<file path="config.mk">
export PLATFORM = sky130hd
export DESIGN_NAME = infix_to_postfix_converter_core
export DESIGN_NICKNAME = d
export VERILOG_FILES = /design/src/hw/rtl/itp_pkg.sv /design/src/hw/rtl/itp_ram.sv /design/src/hw/rtl/itp_stack.sv /design/src/hw/rtl/infix_to_postfix_converter_core.sv
export SDC_FILE = /design/constraint.sdc
export NUM_CORES = 1
export LEC_CHECK = 0
export BUFFER_PORTS_ARGS = -buffer_cell sky130_fd_sc_hd__clkbuf_2
export CAP_MARGIN = 0
export CORE_ASPECT_RATIO = 0.75
export CORE_MARGIN = 5
export CORE_UTILIZATION = 55
export DETAILED_ROUTE_END_ITERATION = 8
export GPL_TIMING_DRIVEN = 0
export HOLD_SLACK_MARGIN = 0.12
export PLACE_DENSITY = 0.74
export SLEW_MARGIN = 15
export SYNTH_ARGS = -nofsm -noshare
export SYNTH_HDL_FRONTEND = slang
export SYNTH_SLANG_ARGS = --single-unit
</file>
<file path="constraint.sdc">
create_clock -name clk -period 4.3 [get_ports clk]
set_clock_uncertainty 0.2 [all_clocks]
set_input_delay 0.86 -clock clk [delete_from_list [all_inputs] [get_ports clk]]
set_output_delay 0.86 -clock clk [all_outputs]
set_load 0.01 [all_outputs]
</file>
<file path="src/hw/rtl/itp_pkg.sv">
// shared types, constants and lookup functions for the infix to postfix core
// no dependencies

package itp_pkg;

  localparam int STACK_DEPTH = 16;
  localparam int CNT_W       = $clog2(STACK_DEPTH + 1);
  localparam int ADDR_W      = $clog2(STACK_DEPTH);
  localparam int CODE_W      = 3;
  localparam int CHAR_W      = 8;

  // operator codes as held on the stack
  localparam logic [CODE_W-1:0] CODE_LPAREN = 3'd0;
  localparam logic [CODE_W-1:0] CODE_PLUS   = 3'd1;
  localparam logic [CODE_W-1:0] CODE_MINUS  = 3'd2;
  localparam logic [CODE_W-1:0] CODE_MUL    = 3'd3;
  localparam logic [CODE_W-1:0] CODE_DIV    = 3'd4;
  localparam logic [CODE_W-1:0] CODE_POW    = 3'd5;

  localparam logic [CHAR_W-1:0] CH_NUL    = 8'h00;
  localparam logic [CHAR_W-1:0] CH_LPAREN = 8'h28;
  localparam logic [CHAR_W-1:0] CH_RPAREN = 8'h29;
  localparam logic [CHAR_W-1:0] CH_MUL    = 8'h2a;
  localparam logic [CHAR_W-1:0] CH_PLUS   = 8'h2b;
  localparam logic [CHAR_W-1:0] CH_MINUS  = 8'h2d;
  localparam logic [CHAR_W-1:0] CH_DIV    = 8'h2f;
  localparam logic [CHAR_W-1:0] CH_POW    = 8'h5e;
  localparam logic [CHAR_W-1:0] CH_DIG_LO = 8'h30;
  localparam logic [CHAR_W-1:0] CH_DIG_HI = 8'h39;
  localparam logic [CHAR_W-1:0] CH_UC_LO  = 8'h41;
  localparam logic [CHAR_W-1:0] CH_UC_HI  = 8'h5a;
  localparam logic [CHAR_W-1:0] CH_LC_LO  = 8'h61;
  localparam logic [CHAR_W-1:0] CH_LC_HI  = 8'h7a;

  typedef enum logic [2:0] {
    ST_IDLE,
    ST_DISPATCH,
    ST_TOPWAIT,
    ST_POPCHK,
    ST_EMIT,
    ST_LASTCHK,
    ST_DONE
  } state_t;

  typedef enum logic [1:0] {
    MODE_CLOSE,
    MODE_OP,
    MODE_FLUSH
  } mode_t;

  typedef struct packed {
    logic              push;
    logic              pop;
    logic [CODE_W-1:0] wcode;
  } stk_cmd_t;

  typedef struct packed {
    logic              full;
    logic              empty;
    logic [CODE_W-1:0] top;
  } stk_stat_t;

  function automatic logic [CHAR_W-1:0] code_char(input logic [CODE_W-1:0] code);
    logic [CHAR_W-1:0] ch;
    case (code)
      CODE_LPAREN: ch = CH_LPAREN;
      CODE_PLUS:   ch = CH_PLUS;
      CODE_MINUS:  ch = CH_MINUS;
      CODE_MUL:    ch = CH_MUL;
      CODE_DIV:    ch = CH_DIV;
      CODE_POW:    ch = CH_POW;
      default:     ch = CH_NUL;
    endcase
    return ch;
  endfunction

  function automatic logic [1:0] code_prec(input logic [CODE_W-1:0] code);
    logic [1:0] p;
    case (code)
      CODE_PLUS, CODE_MINUS: p = 2'd1;
      CODE_MUL, CODE_DIV:    p = 2'd2;
      CODE_POW:              p = 2'd3;
      default:               p = 2'd0;
    endcase
    return p;
  endfunction

  function automatic logic [CODE_W-1:0] char_code(input logic [CHAR_W-1:0] ch);
    logic [CODE_W-1:0] code;
    case (ch)
      CH_PLUS:  code = CODE_PLUS;
      CH_MINUS: code = CODE_MINUS;
      CH_MUL:   code = CODE_MUL;
      CH_DIV:   code = CODE_DIV;
      CH_POW:   code = CODE_POW;
      default:  code = CODE_LPAREN;
    endcase
    return code;
  endfunction

endpackage

</file>
<file path="src/hw/rtl/itp_ram.sv">
// generic single write port ram with one registered read port
// no dependencies

module itp_ram #(
  parameter int WIDTH = 8,
  parameter int DEPTH = 16
) (
  input  logic                     clk,
  input  logic                     we,
  input  logic [$clog2(DEPTH)-1:0] waddr,
  input  logic [WIDTH-1:0]         wdata,
  input  logic [$clog2(DEPTH)-1:0] raddr,
  output logic [WIDTH-1:0]         rdata
);

  logic [WIDTH-1:0] mem_r [DEPTH];

  always_ff @(posedge clk) begin
    if (we) begin
      mem_r[waddr] <= wdata;
    end
    rdata <= mem_r[raddr];
  end

endmodule

</file>
<file path="src/hw/rtl/itp_stack.sv">
// operator stack: fill count plus ram, top entry comes out of the registered read
// depends on itp_pkg and itp_ram

module itp_stack (
  input  logic               clk,
  input  logic               rst_n,
  input  itp_pkg::stk_cmd_t  cmd,
  output itp_pkg::stk_stat_t stat
);

  logic [itp_pkg::CNT_W-1:0]  count_r;
  logic [itp_pkg::CNT_W-1:0]  count_nxt;
  logic [itp_pkg::CNT_W-1:0]  count_dec;
  logic [itp_pkg::CODE_W-1:0] top_code;
  logic                       full;
  logic                       wr_en;

  assign full      = (count_r == itp_pkg::CNT_W'(itp_pkg::STACK_DEPTH));
  assign count_dec = count_r - itp_pkg::CNT_W'(1);
  assign wr_en     = cmd.push && !full;

  // top entry read is registered, so it is valid in the cycle after the count settles
  itp_ram #(
    .WIDTH (itp_pkg::CODE_W),
    .DEPTH (itp_pkg::STACK_DEPTH)
  ) u_ram (
    .clk   (clk),
    .we    (wr_en),
    .waddr (count_r[itp_pkg::ADDR_W-1:0]),
    .wdata (cmd.wcode),
    .raddr (count_dec[itp_pkg::ADDR_W-1:0]),
    .rdata (top_code)
  );

  always_comb begin
    count_nxt = count_r;
    if (wr_en) begin
      count_nxt = count_r + itp_pkg::CNT_W'(1);
    end else if (cmd.pop && (count_r != '0)) begin
      count_nxt = count_dec;
    end
  end

  always_ff @(posedge clk) begin
    if (!rst_n) begin
      count_r <= '0;
    end else begin
      count_r <= count_nxt;
    end
  end

  assign stat.full  = full;
  assign stat.empty = (count_r == '0);
  assign stat.top   = top_code;

endmodule

</file>
<file path="src/hw/rtl/infix_to_postfix_converter_core.sv">
// Infix to postfix converter (shunting-yard). One input beat carries one
// character; the core drops in_ready until that character is fully handled.
// A letter or digit passes dispatch, emit, last check and done; an ignored
// character or '(' skips emit. Each operator popped off the stack adds a
// wait for the registered stack ram read, a precedence compare and the
// hand-off of the result; a ')' or a last character unwinds the stack that
// way. One result is held back so end_of_run can land on the final beat of
// a run; results leave through an output register, so the next character is
// taken while a result still waits on out_ready. The stack holds
// itp_pkg::STACK_DEPTH entries; a push onto a full stack is dropped and the
// beats of that character that leave after the drop carry overflow.
// depends on itp_pkg and itp_stack

module infix_to_postfix_converter_core (
  input  logic       clk,
  input  logic       rst_n,
  input  logic       in_valid,
  output logic       in_ready,
  input  logic [7:0] in_char,
  input  logic       in_is_last,
  output logic       out_valid,
  input  logic       out_ready,
  output logic [7:0] out_char,
  output logic       out_char_valid,
  output logic       out_end_of_run,
  output logic       out_overflow
);

  itp_pkg::state_t state_r, state_nxt;
  itp_pkg::mode_t  mode_r, mode_nxt;

  logic [itp_pkg::CHAR_W-1:0] char_r, char_nxt;
  logic                       last_r, last_nxt;
  logic [itp_pkg::CODE_W-1:0] code_r, code_nxt;
  logic                       ovf_r, ovf_nxt;
  logic                       ret_top_r, ret_top_nxt;
  logic [itp_pkg::CHAR_W-1:0] new_char_r, new_char_nxt;
  logic                       pend_v_r, pend_v_nxt;
  logic [itp_pkg::CHAR_W-1:0] pend_char_r, pend_char_nxt;

  logic                       oval_r, oval_nxt;
  logic [itp_pkg::CHAR_W-1:0] ochar_r, ochar_nxt;
  logic                       ocv_r, ocv_nxt;
  logic                       oend_r, oend_nxt;
  logic                       oovf_r, oovf_nxt;

  itp_pkg::stk_cmd_t  stk_cmd;
  itp_pkg::stk_stat_t stk_stat;

  logic is_alnum, is_lp, is_rp, is_op;
  logic do_pop, pop_emits, out_free, emit_go, need_send;

  itp_stack u_stack (
    .clk   (clk),
    .rst_n (rst_n),
    .cmd   (stk_cmd),
    .stat  (stk_stat)
  );

  always_comb begin
    is_alnum = char_r inside {[itp_pkg::CH_DIG_LO:itp_pkg::CH_DIG_HI],
                              [itp_pkg::CH_UC_LO:itp_pkg::CH_UC_HI],
                              [itp_pkg::CH_LC_LO:itp_pkg::CH_LC_HI]};
    is_op    = char_r inside {itp_pkg::CH_PLUS, itp_pkg::CH_MINUS, itp_pkg::CH_MUL,
                              itp_pkg::CH_DIV, itp_pkg::CH_POW};
  end

  assign is_lp = (char_r == itp_pkg::CH_LPAREN);
  assign is_rp = (char_r == itp_pkg::CH_RPAREN);

  // the one compare unit: for an operator stop at '(' or at a lower precedence operator, else pop while not empty
  assign do_pop = !stk_stat.empty &&
                  ((mode_r != itp_pkg::MODE_OP) ||
                   ((stk_stat.top != itp_pkg::CODE_LPAREN) &&
                    (itp_pkg::code_prec(stk_stat.top) >= itp_pkg::code_prec(code_r))));
  assign pop_emits = do_pop &&
                     !((mode_r == itp_pkg::MODE_CLOSE) &&
                       (stk_stat.top == itp_pkg::CODE_LPAREN));

  assign out_free  = !oval_r || out_ready;
  assign emit_go   = !pend_v_r || out_free;
  assign need_send = pend_v_r || last_r || ovf_r;

  // next state
  always_comb begin
    state_nxt = state_r;
    case (state_r)
      itp_pkg::ST_IDLE: begin
        if (in_valid) begin
          state_nxt = itp_pkg::ST_DISPATCH;
        end
      end
      itp_pkg::ST_DISPATCH: begin
        if (is_alnum) begin
          state_nxt = itp_pkg::ST_EMIT;
        end else if (is_rp || is_op) begin
          state_nxt = itp_pkg::ST_TOPWAIT;
        end else begin
          state_nxt = itp_pkg::ST_LASTCHK;
        end
      end
      itp_pkg::ST_TOPWAIT: state_nxt = itp_pkg::ST_POPCHK;
      itp_pkg::ST_POPCHK: begin
        if (pop_emits) begin
          state_nxt = itp_pkg::ST_EMIT;
        end else if (do_pop || (mode_r != itp_pkg::MODE_FLUSH)) begin
          state_nxt = itp_pkg::ST_LASTCHK;
        end else begin
          state_nxt = itp_pkg::ST_DONE;
        end
      end
      itp_pkg::ST_EMIT: begin
        if (emit_go) begin
          if (ret_top_r) begin
            state_nxt = itp_pkg::ST_TOPWAIT;
          end else begin
            state_nxt = itp_pkg::ST_LASTCHK;
          end
        end
      end
      itp_pkg::ST_LASTCHK: begin
        if (last_r) begin
          state_nxt = itp_pkg::ST_TOPWAIT;
        end else begin
          state_nxt = itp_pkg::ST_DONE;
        end
      end
      itp_pkg::ST_DONE: begin
        if (!need_send || out_free) begin
          state_nxt = itp_pkg::ST_IDLE;
        end
      end
      default: state_nxt = itp_pkg::ST_IDLE;
    endcase
  end

  // outputs and datapath updates
  always_comb begin
    mode_nxt      = mode_r;
    char_nxt      = char_r;
    last_nxt      = last_r;
    code_nxt      = code_r;
    ovf_nxt       = ovf_r;
    ret_top_nxt   = ret_top_r;
    new_char_nxt  = new_char_r;
    pend_v_nxt    = pend_v_r;
    pend_char_nxt = pend_char_r;
    stk_cmd       = '0;
    oval_nxt      = oval_r && !out_ready;
    ochar_nxt     = ochar_r;
    ocv_nxt       = ocv_r;
    oend_nxt      = oend_r;
    oovf_nxt      = oovf_r;
    case (state_r)
      itp_pkg::ST_IDLE: begin
        if (in_valid) begin
          char_nxt = in_char;
          last_nxt = in_is_last;
          ovf_nxt  = 1'b0;
        end
      end
      itp_pkg::ST_DISPATCH: begin
        code_nxt = itp_pkg::char_code(char_r);
        if (is_alnum) begin
          new_char_nxt = char_r;
          ret_top_nxt  = 1'b0;
        end else if (is_lp) begin
          if (stk_stat.full) begin
            ovf_nxt = 1'b1;
          end else begin
            stk_cmd.push  = 1'b1;
            stk_cmd.wcode = itp_pkg::CODE_LPAREN;
          end
        end else if (is_rp) begin
          mode_nxt = itp_pkg::MODE_CLOSE;
        end else if (is_op) begin
          mode_nxt = itp_pkg::MODE_OP;
        end
      end
      itp_pkg::ST_POPCHK: begin
        if (do_pop) begin
          stk_cmd.pop = 1'b1;
          if (pop_emits) begin
            new_char_nxt = itp_pkg::code_char(stk_stat.top);
            ret_top_nxt  = 1'b1;
          end
        end else if (mode_r == itp_pkg::MODE_OP) begin
          if (stk_stat.full) begin
            ovf_nxt = 1'b1;
          end else begin
            stk_cmd.push  = 1'b1;
            stk_cmd.wcode = code_r;
          end
        end
      end
      itp_pkg::ST_EMIT: begin
        if (emit_go) begin
          // held result goes out now that a later one exists
          if (pend_v_r) begin
            oval_nxt  = 1'b1;
            ochar_nxt = pend_char_r;
            ocv_nxt   = 1'b1;
            oend_nxt  = 1'b0;
            oovf_nxt  = ovf_r;
          end
          pend_v_nxt    = 1'b1;
          pend_char_nxt = new_char_r;
        end
      end
      itp_pkg::ST_LASTCHK: begin
        if (last_r) begin
          mode_nxt = itp_pkg::MODE_FLUSH;
        end
      end
      itp_pkg::ST_DONE: begin
        if (need_send && out_free) begin
          oval_nxt   = 1'b1;
          ochar_nxt  = pend_v_r ? pend_char_r : itp_pkg::CH_NUL;
          ocv_nxt    = pend_v_r;
          oend_nxt   = last_r;
          oovf_nxt   = ovf_r;
          pend_v_nxt = 1'b0;
        end
      end
      default: ;
    endcase
  end

  always_ff @(posedge clk) begin
    if (!rst_n) begin
      state_r  <= itp_pkg::ST_IDLE;
      pend_v_r <= 1'b0;
      oval_r   <= 1'b0;
      ovf_r    <= 1'b0;
    end else begin
      state_r  <= state_nxt;
      pend_v_r <= pend_v_nxt;
      oval_r   <= oval_nxt;
      ovf_r    <= ovf_nxt;
    end
  end

  always_ff @(posedge clk) begin
    mode_r      <= mode_nxt;
    char_r      <= char_nxt;
    last_r      <= last_nxt;
    code_r      <= code_nxt;
    ret_top_r   <= ret_top_nxt;
    new_char_r  <= new_char_nxt;
    pend_char_r <= pend_char_nxt;
    ochar_r     <= ochar_nxt;
    ocv_r       <= ocv_nxt;
    oend_r      <= oend_nxt;
    oovf_r      <= oovf_nxt;
  end

  assign in_ready       = (state_r == itp_pkg::ST_IDLE);
  assign out_valid      = oval_r;
  assign out_char       = ochar_r;
  assign out_char_valid = ocv_r;
  assign out_end_of_run = oend_r;
  assign out_overflow   = oovf_r;

endmodule

</file>
## After elaboration in Yosys (flattened, before gate mapping)

Memories as Yosys holds them, arrays and structs flattened. A register that Yosys moved wholly into a read port is not among the register bits.
Index checks and enable logic that the tools add are counted.

| storage, ports and cells | value |
|---|---|
| register bits | 53 |
| bits in latches | 0 |
| memory bits (writable) | 48 |
| memory bits (read-only) | 0 |
| input port bits | 13 |
| output and inout bits | 13 |
| memories kept | 1 |

| operators by class | value |
|---|---|
| $add $sub $neg | 2 |
| $mul | 0 |
| div/mod/pow operators | 0 |
| magnitude comparators | 7 |
| equality and inequality tests | 42 |
| shift-type cells | 0 |
| multiplexer cells | 75 |
| bitwise logic cells | 0 |
| reductions and logical operators | 51 |

Memories:

| memory | words | bits a word | rd ports | clocked after Yosys merged registers in | wr ports | RTL line | RTL |
|---|---|---|---|---|---|---|---|
| u_stack.u_ram.mem_r | 16 | 3 | 1 | 1 | 1 | itp_ram.sv:16 | `logic [WIDTH-1:0] mem_r [DEPTH];` |

Operators with widths:

| cell | count |
|---|---|
| $mux W8 | 7 |
| $eq A8 B6 Y1 const B | 6 |
| $pmux W7 S6 | 1 |
| $mux W3 | 11 |
| $mux W1 | 32 |
| $pmux W8 S2 | 2 |
| $ne A2 B2 Y1 const B | 15 |
| $eq A3 B3 Y1 const B | 7 |
| $pmux W3 S7 | 1 |
| $eq A3 B2 Y1 const B | 6 |
| $ge A8 B7 Y1 const B | 2 |
| $le A8 B7 Y1 const B | 2 |
| $pmux W3 S5 | 1 |
| $mux W2 | 7 |
| $pmux W1 S2 | 7 |
| $pmux W2 S3 | 2 |
| $logic_and A1 B1 Y1 | 11 |
| $mux W5 | 2 |
| $reduce_bool A5 Y1 | 2 |
| $eq A3 B1 Y1 const B | 3 |
| $reduce_bool A3 Y1 | 3 |
| $eq A8 B7 Y1 const B | 1 |
| $ge A8 B6 Y1 const B | 1 |
| $le A8 B6 Y1 const B | 1 |
| 21 further kinds | 44 |

## Logic depth before layout (Yosys ltp)

Gate-level depths: netlist (run 1).

| depth | value |
|---|---|
| depth after elaboration | 12 |
| mapped depth | 10 |
| gate-level depth less buffers | 10 |

## Cells and area by module

A second synthesis (run 1) with hierarchy kept.

| second synthesis, totals | value |
|---|---|
| cell total of the unflattened synthesis | 353 |
| area total of the unflattened synthesis | 4729.5 um2 |

Modules (own cells, without submodules):

| module | times used | cells each | area an instance (um2) |
|---|---|---|---|
| infix_to_postfix_converter_core | 1 | 202 | 2307.2 |
| itp_ram | 1 | 103 | 2011.9 |
| itp_stack | 1 | 48 | 410.4 |

## Worst setup path before layout (run 1)

No wires, ideal clock.

| timing path | value |
|---|---|
| path kind | reg2reg |
| start | register u_stack.count_r[0] (netlist bit) |
| end | memory u_stack.u_ram.mem_r[0][0] (netlist bit), enable pin |
| arrival | 2.572 ns |
| required time | 3.755 ns |
| path slack | 1.183 ns |
| stages on the path, launching flop included | 11 |
| clock period less this slack | 3.117 ns |
| cells stage by stage | dfxtp_1 buf_2 buf_1 inv_1 ha_1 or4b_1 nand2_1 o21ai_1 a211oi_4 nand2_1 nor3_1 |

| on the way | value |
|---|---|
| longest elaborated chain between the ends | 8 |
| elaborated cells on any way between the ends | 14 |
| those cells by class | 1 x eq/ne; 8 x mux; 5 x reduce/logical |

RTL lines:

| item | RTL line | RTL |
|---|---|---|
| from (decl) | itp_stack.sv:11 | `logic [itp_pkg::CNT_W-1:0] count_r;` |
| from (signal assigned) | itp_stack.sv:48 | `count_r <= count_nxt;` |
| $eq A5 B5 Y1 or $logic_not A5 Y1 (tied branches) | itp_stack.sv:18, itp_stack.sv:53 |  |
| $mux W1 or $logic_not A1 Y1 (tied branches) | infix_to_postfix_converter_core.sv:168, infix_to_postfix_converter_core.sv:188, infix_to_postfix_converter_core.sv:72 |  |
| $mux W1, or another cell as far along | infix_to_postfix_converter_core.sv:187 | `end else if (mode_r == itp_pkg::MODE_OP) begin` |
| $mux W1 (on tied branches) | infix_to_postfix_converter_core.sv:181, infix_to_postfix_converter_core.sv:164 |  |
| $pmux W1 S2 | infix_to_postfix_converter_core.sv:154 | `case (state_r)` |
| $logic_and A1 B1 Y1 | itp_stack.sv:20 | `assign wr_en = cmd.push && !full;` |
| $mux W1 | itp_ram.sv:19 | `if (we) begin` |
| $mux W1 (implied by the code) | itp_ram.sv:20 | `mem_r[waddr] <= wdata;` |
| to (decl) | itp_ram.sv:16 |  |

Several ways; a longest one is shown, not always the timed one.

## Final worst setup path (run 1)

Ends and elaborated chain as after synthesis.

==> key figures, run 1 <==
Status
  • Status: finished clean

Placement
  • Cells after DPL: 466
  • DP HPWL: 6190 um
  • Placed cell areas: 4880 um^2
  • Pre-CTS WS: 0.579 ns
  • Port bufs: 24
  • Placer Congestion: 0.854

Timing
  • Endpoints failing setup: 0
  • Final hold slack: 0.224 ns
  • Post-route setup TNS: 0 ns
  • Fin crit period: 3.77 ns
  • Crit share post-route: 87.6%
  • Hold Fails Final Rpt: 0
  • Fmax: 266 MHz
  • RSZ-0062 raised after global routing: false
  • Slew @ Worst Pin: 0.929 ns
  • Max Slew Vio Count: 0
  • Setup ws final: 0.534 ns
  • Slew margin rel.: 36.5%

Route
  • 1st-iter DRT viols: 268
  • 1st-pass router iterations: 5
  • DRC: 0
  • Vias per cell: 5.88
  • Post-Route WL: 8340 um
  • DR WL/cell: 17.3 um
  • Vias: 2,833
  • Antenna Violating Nets Remaining: 0

Synth
  • Cells after synthesis: 334
  • Synth Area in Compound Gates: 8.77%
  • Synth warnings: 0
  • Synth area leaders: edfxtp_1 58%, mux4_2 7.3%, dfxtp_1 6.1%
  • Mean area per synthesized cell: 13.8 um^2
  • Simple-Gate Fraction of Synth Area: 13.9%
  • Mapped Nets: 354
  • Mapped Area: 4620 um^2
  • Primary FF master, synth: edfxtp_1
  • Sequential fraction of the synthesis area: 64.6%
  • XOR/XNOR Fraction of Synth Area: 0.379%
  • Adder-Cell Fraction of Synth Area: 1.90%
  • Yosys top cell area share: 58.5%
  • Leading area contributor after synthesis: edfxtp_1
  • Synth Register Bits: 104
  • Yosys cell types: 55
  • EDFF count, synth: 90
  • Largest family of logic cells by synthesized area: simple AND/OR/NAND/NOR gates
  • Post-synthesis mux area share: 8.42%
  • Async set or reset register ratio after synthesis: 0%

Critical path
  • Kind of end point of the critical path: register
  • WP data required: 4.12 ns
  • Crit Path Category: reg -> reg
  • Maximum fanout along the worst path: 10
  • Crit path launch type: register
  • Reg2reg start: u_stack.count_r[0]$_SDFFE_PN0P_
  • CP startpoint: u_stack.count_r[0]$_SDFFE_PN0P_
  • CP arrival: 3.59 ns
  • R2R setup slack: 0.53 ns

Global route
  • Largest net degree at the start of global routing: 18
  • Initial antenna violation count: 0
  • Vias in the first global route: 2,734
  • Grt ovf: 0
  • GRT Total Usage: 18.1%
  • First-pass GRT wire length: 14,000 um

Clock tree
  • Post_cts resized: 0
  • Clock latency at the later pin of the worst-skew pair: 0.36 ns
  • CTS tree: done
  • CTS Hold Bufs: 0
  • Clock transition at path regs: 0.09 ns
  • H-tree depth: 3
  • CTS sink cnt: 104
  • Clk buf depth: 2
  • Num CTS Buffers: 9
  • Post-CTS setup buffers: 0
  • Root Buffer: clkbuf_8

Layout
  • Final Util: 61.1%
  • Post-route cell area: 5070 um^2
  • Fin cells: 482
  • # fillers: 647
  • Final Net Count: 389
  • Inserted Diodes: 0
  • Area Growth Syn to Fin: 9.83%
  • Most common cell after layout, fill and taps aside: edfxtp_1
  • Commonest non-fill, non-tap cells in the layout: 90 x edfxtp_1, 27 x nor2_1, 24 x clkbuf_2, 20 x nand2_1
  • Fraction of layout cells with a size suffix above 1: 17.1%

Floorplanning
  • Die extent in y: 89.4 um
  • Die W: 116 um
  • Row count: 29
  • Total I/O pin count: 26
  • Initial core utilization: 55.6%
  • Die Area: 10,400 um^2
  • Core Box Area: 8310 um^2

Power
  • Worst vdd ir: 0.179 mV
  • Total power: 1.96 mW
  • Leak pwr: 1.81 nW
  • Power Density: 386 nW/um^2

Flow run
  • Max-cap violations: 0

Worst hold path
  • HP Start: new_char_r[1]$_DFFE_PP_
  • Worst min path class: reg -> reg
==> worst paths after layout <==
check	end	depth (start not counted)
worst max-delay path	u_stack.u_ram.mem_r[0][0]$_DFFE_PP_	10
worst min-delay path	pend_char_r[1]$_DFFE_PP_	0
worst max register to register	u_stack.u_ram.mem_r[0][0]$_DFFE_PP_	10
worst min register to register	pend_char_r[1]$_DFFE_PP_	0
==> cell families (layout without fill, tap and decap cells) <==
group | count (synthesis) | in the layout
xor gates and xnor gates | 2 | 2
and+or+nand+nor | 116 | 116
adders and majority gates | 7 | 7
muxes | 20 | 20
buffers and inverters | 25 | 65
AOI/OAI and AO/OA | 60 | 60
DFF | 104 | 104
==> registers in the layout, summed over array words and instances, names as in the netlist <==
register / flops
out_valid: 1
mode_r: 2
u_stack.u_ram.mem_r: 48
new_char_r: 8
out_char: 8
out_char_valid: 1
u_stack.count_r: 5
u_stack.u_ram.rdata: 3
code_r: 3
ret_top_r: 1
out_end_of_run: 1
state_r: 3
pend_char_r: 8
last_r: 1
out_overflow: 1
ovf_r: 1
char_r: 8
pend_v_r: 1
==> metal layers <==
metal  vias to the layer above  global-route usage, %  share of wire [%]
li1                       1339                      -                  -
met1                      1374                   26.5                 47
met2                       109                   26.8                 43
met3                        11                   5.01                7.7
met4                         0                   5.37                1.4
met5                         -                      0                  0
==> power by group <==
group / switching (mW) / internal (mW) / leakage, nW / total, mW
combinational: 0.116 / 0.0715 / 0.707 / 0.187
sequential: 0.0305 / 1.15 / 1.01 / 1.18
clock: 0.321 / 0.274 / 0.0906 / 0.594
==> layout make-up <==
class / instances / area [um^2] / share of cell area (%)
Inverter: 10 / 37.5 / 0.740
Clock inverter: 5 / 62.6 / 1.23
Sequential cell: 104 / 2980 / 58.8
Clock buffer: 11 / 131 / 2.59
Buffer: 15 / 58.8 / 1.16
Timing Repair Buffer: 24 / 120 / 2.37
Multi-Input combinational cell: 205 / 1550 / 30.5
Tap cell: 108 / 135 / 2.66
==> cells in the mapped netlist (2+ instances only) <==
master	n
a21oi_1	11
a211oi_1	3
o211ai_1	2
nand2_1	20
o211a_1	2
nand3_1	3
a211o_1	2
nor2b_1	15
a21boi_0	3
and3_1	5
nor3b_1	3
nand3b_1	2
xnor2_1	2
mux2i_1	4
a21o_1	3
inv_1	9
a2111oi_0	2
nor3_1	11
nor3_2	2
a31oi_1	4
nand4bb_1	2
o21ai_1	2
ha_1	7
o21ai_0	15
nor2_1	27
edfxtp_1	90
dfxtp_1	14
clkbuf_1	12
or3_1	2
mux4_2	15
buf_2	2
o21a_1	2
nand2b_1	10
and2_1	5
==> critical path, cell delays in order (launching register included) <==
cell and delay (ns):
dfxtp_1 0.36, buf_2 0.22, buf_1 0.34, inv_1 0.21, ha_1 0.21, or4b_1 0.54, nand2_1 0.10, o21ai_1 0.14
a211oi_4 0.45, nand2_1 0.25, nor3_1 0.40
Note: power is estimated with default switching activity, not from simulation.
==> inputs of run 2 (changes only) <==
--- a/config.mk
+++ b/config.mk
@@ -7,13 +7,15 @@
 export LEC_CHECK = 0
 export BUFFER_PORTS_ARGS = -buffer_cell sky130_fd_sc_hd__clkbuf_2
 export CAP_MARGIN = 0
+export CELL_PAD_IN_SITES_DETAIL_PLACEMENT = 1
+export CELL_PAD_IN_SITES_GLOBAL_PLACEMENT = 2
 export CORE_ASPECT_RATIO = 0.75
 export CORE_MARGIN = 5
-export CORE_UTILIZATION = 55
+export CORE_UTILIZATION = 43
 export DETAILED_ROUTE_END_ITERATION = 8
 export GPL_TIMING_DRIVEN = 0
 export HOLD_SLACK_MARGIN = 0.12
-export PLACE_DENSITY = 0.74
+export PLACE_DENSITY = 0.79
 export SLEW_MARGIN = 15
 export SYNTH_ARGS = -nofsm -noshare
 export SYNTH_HDL_FRONTEND = slang
==> key figures, run 2 (same netlist as run 1, synthesis figures left out) <==
Power
  • Clock power share: 37.8%
  • Combinational share of power: 8.8%
  • Internal cell power: 1.69 mW
  • Power Density: 424 nW/um^2
  • Total power: 2.21 mW
  • Switch share: 23.5%
  • Switching power: 0.520 mW
  • Sequential share of power: 53.4%
  • Worst vdd ir: 0.214 mV
  • Leak pwr: 1.86 nW

Route
  • DR WL/cell: 19.9 um
  • Vias: 2,873
  • Vias per cell: 5.63
  • 1st-pass router iterations: 4
  • Met2 wire length: 4420 um
  • WL met3: 790 um
  • Post-Route WL: 10,100 um
  • DRC: 0
  • Uppermost routed layer: met4
  • M1 WL: 4840 um
  • 1st-iter DRT viols: 230
  • Antenna Violating Nets Remaining: 0

Timing
  • Endpoints failing setup: 0
  • Fin crit period: 3.81 ns
  • Slew margin rel.: 27.3%
  • Crit share post-route: 88.7%
  • Slew @ Worst Pin: 1.06 ns
  • Fmax: 262 MHz
  • Hold Fails Final Rpt: 0
  • Max Slew Vio Count: 0
  • Final hold slack: 0.222 ns
  • RSZ-0062 raised after global routing: false
  • Post-route setup TNS: 0 ns

Flow run
  • Max-cap violations: 0

Clock tree
  • Clock latency at the later pin of the worst-skew pair: 0.34 ns
  • Root Buffer: clkbuf_16
  • Clk buf depth: 2
  • Post_cts resized: 0
  • CTS tree: done
  • Num CTS Buffers: 9
  • H-tree depth: 3
  • CTS sink cnt: 104
  • Clock transition at path regs: 0.07 ns
  • Post-CTS setup buffers: 0
  • CTS Hold Bufs: 0

Layout
  • Final Net Count: 389
  • Area Growth Syn to Fin: 13.1%
  • Inserted Diodes: 0
  • Commonest non-fill, non-tap cells in the layout: 90 x edfxtp_1, 27 x nor2_1, 24 x clkbuf_2, 20 x nand2_1
  • Most common cell after layout, fill and taps aside: edfxtp_1
  • Fraction of layout cells with a size suffix above 1: 17.4%
  • Number of flip-flops in the largest register: 48
  • # fillers: 1,059
  • Biggest register: u_stack.u_ram.mem_r

Global route
  • Vias in the first global route: 3,007
  • Initial antenna violation count: 0
  • GRT Total Usage: 17.1%
  • Largest net degree at the start of global routing: 18
  • Grt ovf: 0
  • First-pass GRT wire length: 16,800 um

Critical path
  • CP max-delay cell: or4b_1
  • WP data required: 4.10 ns
  • Most frequent CP cell: nand2_1
  • Maximum fanout along the worst path: 10
  • Crit Path Category: reg -> reg
  • CP peak stage delay: 0.55 ns
  • Critical path cell sequence: buf_2, buf_1, inv_1, ha_1, or4b_1, nand2_1, o21ai_1, a211oi_4, nand2_1, nor3_1
  • CP arrival: 3.62 ns
  • Crit path launch type: register
  • Kind of end point of the critical path: register

Placement
  • DP HPWL: 7430 um
  • Placer Congestion: 0.799
  • Port bufs: 24

Floorplanning
  • Initial core utilization: 44.4%
  • Die W: 130 um
  • Die extent in y: 99.8 um
  • Row count: 32
  • Core Box Area: 10,400 um^2
  • Total I/O pin count: 26
  • Die Area: 12,900 um^2

Worst hold path
  • Worst min path class: reg -> reg

Status
  • Status: finished clean
==> run 2: critical path, delay by kind of cell, from the launching register on <==
kind / cells / cell delay (ns)
AND/OR/NAND/NOR: 4 / 1.31
adder cells (fa/ha/maj): 1 / 0.21
buffers and inverters: 3 / 0.78
flip-flops: 1 / 0.34
AO/OA/AOI/OAI: 2 / 0.62
==> run 2: metal layers <==
layer / GRT usage, % / vias to the layer above
met1: 26.6 / 1449
met5: 0 / -
met4: 4.31 / 0
met2: 24.3 / 74
met3: 3.83 / 5
li1: - / 1345
==> run 2: final cells by class <==
class	count	area, um^2	area share [%]
Timing Repair Buffer	24	120	2.30
Tap cell	136	170	3.26
Multi-Input combinational cell	205	1550	29.6
Clock inverter	5	65.1	1.25
Sequential cell	104	2980	57.1
Clock buffer	11	243	4.65
Buffer	15	58.8	1.13
Inverter	10	37.5	0.719
==> run 2: final timing paths <==
kind / startpoint / cells past startpoint / slack (ns) / endpoint
max: u_stack.count_r[0]$_SDFFE_PN0P_ / 10 / 0.49 / u_stack.u_ram.mem_r[0][2]$_DFFE_PP_
min: new_char_r[7]$_SDFFCE_PP0P_ / 0 / 0.22 / pend_char_r[7]$_DFFE_PP_
max reg2reg: u_stack.count_r[0]$_SDFFE_PN0P_ / 10 / 0.49 / u_stack.u_ram.mem_r[0][2]$_DFFE_PP_
min reg2reg: new_char_r[7]$_SDFFCE_PP0P_ / 0 / 0.22 / pend_char_r[7]$_DFFE_PP_
==> run 2: stage by stage <==
stage          setup slack [ns]  util [%]  instance area [um^2]  cells
3_3_place_gp              0.555      47.2                  4910    494
6_report                  0.487      50.2                  5220    510
4_1_cts                   0.439      50.2                  5220    510
2_1_floorplan              1.18         -                  4620    334
5_1_grt                   0.195      50.2                  5220    510
3_5_place_dp              0.449      47.2                  4920    494
==> run 2: power groups by stage <==
stage / Combinational [mW] / Sequential (mW) / Clock [mW]
CTS: 0.196 / 1.18 / 0.851
global route: 0.221 / 1.19 / 0.913
detailed placement: 0.194 / 1.20 / 0
global placement: 0.187 / 1.20 / 0
floorplan: 0.136 / 1.19 / 0
finish: 0.194 / 1.18 / 0.836
==> inputs of run 3 (changes only) <==
--- a/config.mk
+++ b/config.mk
@@ -11,11 +11,11 @@
 export CELL_PAD_IN_SITES_GLOBAL_PLACEMENT = 2
 export CORE_ASPECT_RATIO = 0.75
 export CORE_MARGIN = 5
-export CORE_UTILIZATION = 43
+export CORE_UTILIZATION = 39
 export DETAILED_ROUTE_END_ITERATION = 8
 export GPL_TIMING_DRIVEN = 0
 export HOLD_SLACK_MARGIN = 0.12
-export PLACE_DENSITY = 0.79
+export PLACE_DENSITY = 0.76
 export SLEW_MARGIN = 15
 export SYNTH_ARGS = -nofsm -noshare
 export SYNTH_HDL_FRONTEND = slang
==> constraint.sdc (replaced) <==
create_clock -name clk -period 3.2 [get_ports clk]
set_clock_uncertainty 0.2 [all_clocks]
set_input_delay 0.64 -clock clk [delete_from_list [all_inputs] [get_ports clk]]
set_output_delay 0.64 -clock clk [all_outputs]
set_load 0.01 [all_outputs]
==> key figures, run 3 (same netlist as run 1, synthesis figures left out) <==
Critical path
  • Crit Path Category: reg -> reg
  • Maximum fanout along the worst path: 6
  • Kind of end point of the critical path: register
  • CP arrival: 2.88 ns
  • WP data required: 3.04 ns
  • Crit path launch type: register

Route
  • Vias per cell: 5.21
  • 1st-pass router iterations: 4
  • Post-Route WL: 10,200 um
  • DRC: 0
  • 1st-iter DRT viols: 179
  • Antenna Violating Nets Remaining: 0
  • DR WL/cell: 19.0 um
  • Vias: 2,789

Status
  • Status: finished clean

Timing
  • Max Slew Vio Count: 0
  • Hold Fails Final Rpt: 0
  • RSZ-0062 raised after global routing: true
  • Slew margin rel.: 35.3%
  • Slew @ Worst Pin: 0.963 ns
  • Fin crit period: 3.03 ns
  • Fmax: 330 MHz
  • Crit share post-route: 94.7%
  • Endpoints failing setup: 0
  • Final hold slack: 0.218 ns
  • Post-route setup TNS: 0 ns

Worst hold path
  • Worst min path class: reg -> reg

Layout
  • Area Growth Syn to Fin: 15.6%
  • Biggest register: u_stack.u_ram.mem_r
  • Number of flip-flops in the largest register: 48
  • Inserted Diodes: 0
  • # fillers: 1,196
  • Most common cell after layout, fill and taps aside: edfxtp_1
  • Fraction of layout cells with a size suffix above 1: 23.1%
  • Commonest non-fill, non-tap cells in the layout: 90 x edfxtp_1, 24 x clkbuf_2, 18 x nor2_1, 17 x nand2_1
  • Fin cells: 535
  • Final Net Count: 388
  • Final Util: 46.0%

Clock tree
  • CTS Hold Bufs: 0
  • Clk buf depth: 2
  • CTS tree: done
  • Clock latency at the later pin of the worst-skew pair: 0.35 ns
  • Root Buffer: clkbuf_16
  • CTS sink cnt: 104
  • H-tree depth: 3
  • Clock transition at path regs: 0.07 ns
  • Num CTS Buffers: 9

Floorplanning
  • Die Area: 14,100 um^2
  • Core Box Area: 11,600 um^2
  • Row count: 34
  • Die W: 136 um
  • Initial core utilization: 39.8%
  • Die extent in y: 104 um
  • Total I/O pin count: 26

Global route
  • GRT Total Usage: 15.3%
  • Largest net degree at the start of global routing: 18
  • First-pass GRT wire length: 16,500 um
  • Vias in the first global route: 2,960
  • Initial antenna violation count: 0
  • Grt ovf: 0

Power
  • Clock power share: 37.1%
  • Worst vdd ir: 0.253 mV
  • Total power: 2.95 mW
  • Switch share: 23.8%
  • Combinational share of power: 9.0%
  • Leak pwr: 1.87 nW
  • Power Density: 553 nW/um^2
  • Switching power: 0.702 mW
  • Sequential share of power: 53.9%
  • Internal cell power: 2.25 mW

Placement
  • Port bufs: 24
  • Cells after DPL: 520
  • DP HPWL: 7450 um
  • Placer Congestion: 0.755

Flow run
  • Max-cap violations: 0
## run 3: critical path, cell delays in order, from the launching register on
cell	delay, ns
dfxtp_1	0.44
inv_1	0.11
nor3_1	0.23
a21oi_1	0.09
ha_1	0.30
nand2b_1	0.14
a21oi_1	0.25
o21ai_2	0.15
a211oi_4	0.37
nand2_2	0.23
nor2_2	0.22
## run 3: metal layers
metal / track usage, % / wire, um
met2: 22.2 / 4430
met1: 22.7 / 5220
met3: 3.48 / 355
met4: 4.75 / 153
met5: 0 / 0
## run 3: worst paths after layout
| check | to | start | depth (start not counted) | slack (ns) |
|---|---|---|---|---|
| setup / recovery | u_stack.u_ram.mem_r[4][2]$_DFFE_PP_ | u_stack.u_ram.rdata[1]$_DFF_P_ | 10 | 0.17 |
| hold reg to reg | pend_char_r[7]$_DFFE_PP_ | new_char_r[7]$_SDFFCE_PP0P_ | 0 | 0.22 |
| setup reg to reg | u_stack.u_ram.mem_r[4][2]$_DFFE_PP_ | u_stack.u_ram.rdata[1]$_DFF_P_ | 10 | 0.17 |
| hold / removal | pend_char_r[7]$_DFFE_PP_ | new_char_r[7]$_SDFFCE_PP0P_ | 0 | 0.22 |
## run 3: timing repair
action / CTS / global route
endpoints found under the setup margin: 113 / 103
pin swaps: 1 / 3
gates resized for setup: 23 / 8
buffers inserted: 1 / 0
gates cloned: 0 / 0
## run 3: power groups by stage
| stage | Sequential, mW | Clock, mW | Combinational, mW |
|---|---|---|---|
| 2_1_floorplan | 1.60 | 0 | 0.183 |
| 3_3_place_gp | 1.61 | 0 | 0.251 |
| 3_5_place_dp | 1.62 | 0 | 0.260 |
| 4_1_cts | 1.59 | 1.13 | 0.264 |
| 5_1_grt | 1.60 | 1.20 | 0.295 |
| 6_report | 1.59 | 1.10 | 0.267 |
## run 3: metrics by stage
stage,setup slack [ns],area [um^2]
after global placement,-0.504,4940
after CTS,0.000661,5320
after global routing,-0.0150,5340
after detailed placement,-0.615,4940
after floorplan,0.0834,4620
final,0.170,5340
## run 3: cell type report
cell class                 count  area, um^2  share of cell area (%)
buffer                        13        53.8                    1.01
clock buffer                  10         229                    4.29
clock inverter                 6        65.1                    1.22
inverter                      10        37.5                   0.703
multi-input combinational    205        1640                    30.8
sequential                   104        2980                    55.8
tap                          162         203                    3.79
timing repair buffer          25         128                    2.39
